$ cat src/sv/rect_region_scanline_union_assert.svh
// Assertion helpers for the region block
`ifndef RECT_REGION_SCANLINE_UNION_ASSERT_SVH
`define RECT_REGION_SCANLINE_UNION_ASSERT_SVH

// same-cycle implication
`define RRSU_ASSERT_NOW(lbl, ante, cons) \
  lbl: assert property (@(posedge clk) disable iff (!rst_n) (ante) |-> (cons)) \
    else $error("assertion failed");

// next-cycle implication
`define RRSU_ASSERT_NEXT(lbl, ante, cons) \
  lbl: assert property (@(posedge clk) disable iff (!rst_n) (ante) |=> (cons)) \
    else $error("assertion failed");

`endif

$ cat src/sv/rrsu_ram.sv
module rrsu_ram #(
  parameter int DEPTH = 32,
  parameter int WIDTH = 64,
  localparam int AW = (DEPTH > 1) ? $clog2(DEPTH) : 1
) (
  input  logic             clk,
  input  logic             we,
  input  logic [AW-1:0]    waddr,
  input  logic [WIDTH-1:0] wdata,
  input  logic [AW-1:0]    raddr,
  output logic [WIDTH-1:0] rdata
);

  logic [WIDTH-1:0] mem [DEPTH];

  always_ff @(posedge clk) begin
    if (we) begin
      mem[waddr] <= wdata;
    end
    rdata <= mem[raddr];
  end

endmodule

$ cat config.mk
export PLATFORM = sky130hd
export DESIGN_NAME = rrsu_ram
export DESIGN_NICKNAME = d
export VERILOG_FILES = /design/src/sv/rect_region_scanline_union_assert.svh /design/src/sv/rrsu_ram.sv
export SDC_FILE = /design/constraint.sdc
export NUM_CORES = 2
export LEC_CHECK = 0
export ABC_AREA = 1
export BUFFER_PORTS_ARGS = -buffer_cell sky130_fd_sc_hd__buf_2
export CELL_PAD_IN_SITES_DETAIL_PLACEMENT = 2
export CELL_PAD_IN_SITES_GLOBAL_PLACEMENT = 2
export CORE_AREA = 2 2 459 461
export CTS_CLUSTER_SIZE = 14
export DETAILED_ROUTE_END_ITERATION = 10
export DIE_AREA = 0 0 461 463
export PLACE_DENSITY = 0.76
export SLEW_MARGIN = 20
export SYNTH_ARGS = -nofsm -noshare
export SYNTH_HDL_FRONTEND = slang
export SYNTH_SLANG_ARGS = --single-unit
$ cat constraint.sdc
create_clock -name clk -period 3.3 [get_ports clk]
set_input_delay 0 -clock clk [delete_from_list [all_inputs] [get_ports clk]]
set_output_delay 0 -clock clk [all_outputs]
set_load 0.01 [all_outputs]
==> reports/summary.txt <==
status - finished clean
DR vias - 57.6k
Multi-input gate area - 18,300 um2
CTS sink count - 2,112
worst hold start - raddr[0]
vias in the first global route - 64.3k
prevailing post-synth register cell - edfxtp_1
# setup viols final - 0
placed inst area - 87,500 um2
std cell rows - 168
Routed Antenna Nets - 0
post-detailed-placement half-perimeter wirelength - 151 mm
Pint - 44.6 mW
Clk pwr share - 42.6%
Yosys Warn Count - 0
DIE WIDTH - 461 um
post-route design area - 95,400 um2
Final Critical Period - 2.69 ns
WP data required - 4.06 ns
R2R Setup Slk - 0.61 ns
crit path to - rdata[16]$_DFF_P_
FF+latch count, synth - 2,112
top-area cell type share of the netlist area - 74.1%
Layout Skew - 0.0308 ns
CTS tree - built
Critical-path top delay cell - dlygate4sd3_1
FFs w/ async S/R, synth - 0%
CP Cell Sequence - nand2_1, nand3_1, nand3_1, dlygate4sd3_1, nand3_1, nand3_1, dlygate4sd3_1, nand2_1, dlygate4sd3_1
IO Pins - 140
Syn Inst Count - 6,768
GPL Wtd Cong - 0.746
area grow syn2layout - 14.9%
max-slew violations - 0
DRT iter0 DRCs - 5,454
Max VDD drop - 512 uV
CP Launch Type - flop
Die ar. - 213,000 um2
Clock Latency Late Sink - 0.89 ns
CP max FO - 1
critical path's largest stage delay - 0.57 ns
Crit Path Category - flop to flop
cell taking the most area after synthesis - edfxtp_1
Fill cells - 20.4k
Vert. Die Dim - 463 um
average cell area after synthesis - 12.3 um2
Max-cap violations - 0
Initial Utilization - 39.8%
most used cell, CP - nand3_1
core area - 209,000 um2
gr ovfl total - 0
HP Class - primary input to flop
Post-CTS Repair Setup Buffers - 0
reg2reg end - rdata[16]$_DFF_P_
WL/cell - 30.9 um
WP data arrival - 3.45 ns
drt drc - 0
Final Hold Viols - 0
Worst Reg-to-Reg Cells - 9
largest net degree at the start of global routing - 150
Crit. Startpoint - mem[29][16]$_DFFE_PP_
Post-synth EDFFs - 2,048
Psw - 14.2 mW
IO Port Bufs - 139
unrepaired setup endpoints after global routing - no
clock-pin slew on the worst setup and hold paths - 0.06 ns
fin crit share - 81.6%
R2R Path Start - mem[29][16]$_DFFE_PP_
Root Driver - clkbuf_16
vias per inst - 5.82
Max Buffers Root-to-Sink - 3
number of library cell types mapped by synthesis - 13
Flop pwr share - 51.0%
critical path endpoint category - flop
combinational fraction of design power - 6.3%
antenna violations before repair - 13
first-pass GRT wire length - 447 mm
dominant cells by area after synthesis - edfxtp_1 74%, nand3_1 11%, nand2_1 11%
Mapped Nets - 6,844
Peak Freq - 371 MHz
Synth top cells by count - 2,376 x nand2_1, 2,048 x edfxtp_1, 1,800 x nand3_1, 275 x buf_2, 82 x clkbuf_1
Slew Limit Headroom - 30.8%
total CTS buffers - 220
pre-CTS setup slack - 0.889 ns
Worst-Margin Slew - 1.04 ns
DRT Pass-1 Iters - 6
fraction of layout cells with a size suffix above 1 - 8.87%
most common cell in the synthesized netlist - nand2_1
Seq/Total Area, Yosys - 75.6%
FF/Latch Area - 62,800 um2
H-tree lvl count - 4
pwr dens - 616 nW/um2
post-CTS sizing - 0
Post-Syn Area - 83,000 um2
switch share - 24.1%
leakage - 33.7 nW
Final WS setup - 0.608 ns
GRT Total Usage - 28.5%
layout net count - 6,982
routed wire length - 306 mm
-- cells in the final DEF, fill, tap and decap left out, drive strengths merged --
master / count
nand2: 2376
edfxtp: 2048
nand3: 1800
clkbuf: 302
buf: 273
clkinv: 87
dlygate4sd3: 80
dfxtp: 64
nor2: 32
inv: 19
bufinv: 13
diode: 5
clkinvlp: 5
-- kinds of logic after synthesis --
family | count (synthesis) | synth area share (%)
DFF | 2112 | 75.6
buffers and inverters | 448 | 2.61
and+or+nand+nor | 4208 | 21.7
-- routing by layer --
layer | wire, um | share of wire (%) | global-route usage [%]
met1 | 121000 | 40 | 36.0
met2 | 159000 | 52 | 50.5
met3 | 15700 | 5.1 | 3.14
met4 | 10400 | 3.4 | 9.93
met5 | 13 | 0.0043 | 0
-- sequential cells by signal, summed over array words and instances, names as in the netlist --
register,count
rdata,64
mem,2048
-- how the worst min path moves through the flow --
| stage | depth (start not counted) | endpoint | slack [ns] |
|---|---|---|---|
| 2_1_floorplan | 0 | mem[0][0]$_DFFE_PP_ | 0.1 |
| 3_3_place_gp | 1 | rdata[39] | 0.40 |
| 3_5_place_dp | 1 | rdata[46] | 0.40 |
| 4_1_cts | 9 | rdata[60]$_DFF_P_ | 0.009 |
| 5_1_grt | 9 | rdata[58]$_DFF_P_ | 0.05 |
| 6_report | 9 | rdata[58]$_DFF_P_ | 0.007 |
-- stage by stage --
step	power (mW)	hold WS, ns	setup TNS [ns]	util (%)	std cells
6_report	58.8	0.00745	0	45.7	9909
4_1_cts	59.1	0.00891	0	45.7	9905
3_3_place_gp	33.9	0.398	0	42.0	9409
3_5_place_dp	34.1	0.400	0	42.0	9409
5_1_grt	60.2	0.0547	0	45.7	9909
2_1_floorplan	32.3	0.0989	-299.60	-	6768
-- power groups by stage --
stage | clock network [mW] | logic, mW | registers, mW
5_1_grt | 26.2 | 4.02 | 30.0
6_report | 25.0 | 3.73 | 30.0
3_5_place_dp | 0 | 3.56 | 30.6
3_3_place_gp | 0 | 3.33 | 30.5
2_1_floorplan | 0 | 1.82 | 30.5
4_1_cts | 25.3 | 3.74 | 30.0
-- worst max-delay path: cells and delay by family (launching register included) --
| family | cells | cell delay, ns |
|---|---|---|
| buffers and inverters | 3 | 1.69 |
| and+or+nand+nor | 6 | 0.52 |
| DFF | 1 | 0.37 |
-- repair_timing --
action | 4_1_cts | 5_1_grt
setup endpoints to repair | 0 | 1
hold endpoints to repair | 2114 | 0
hold buffers | 81 | 0
-- final cells by class --
cell class / count / share of cell area (%)
Clock inverter: 114 / 1.03
Sequential cell: 2112 / 65.8
Clock buffer: 301 / 6.36
Timing Repair Buffer: 354 / 3.83
Inverter: 10 / 0.0853
Multi-Input combinational cell: 4208 / 19.2
Antenna cell: 5 / 0.0131
Tap cell: 2805 / 3.68
Power figures use the tool's default switching activity.
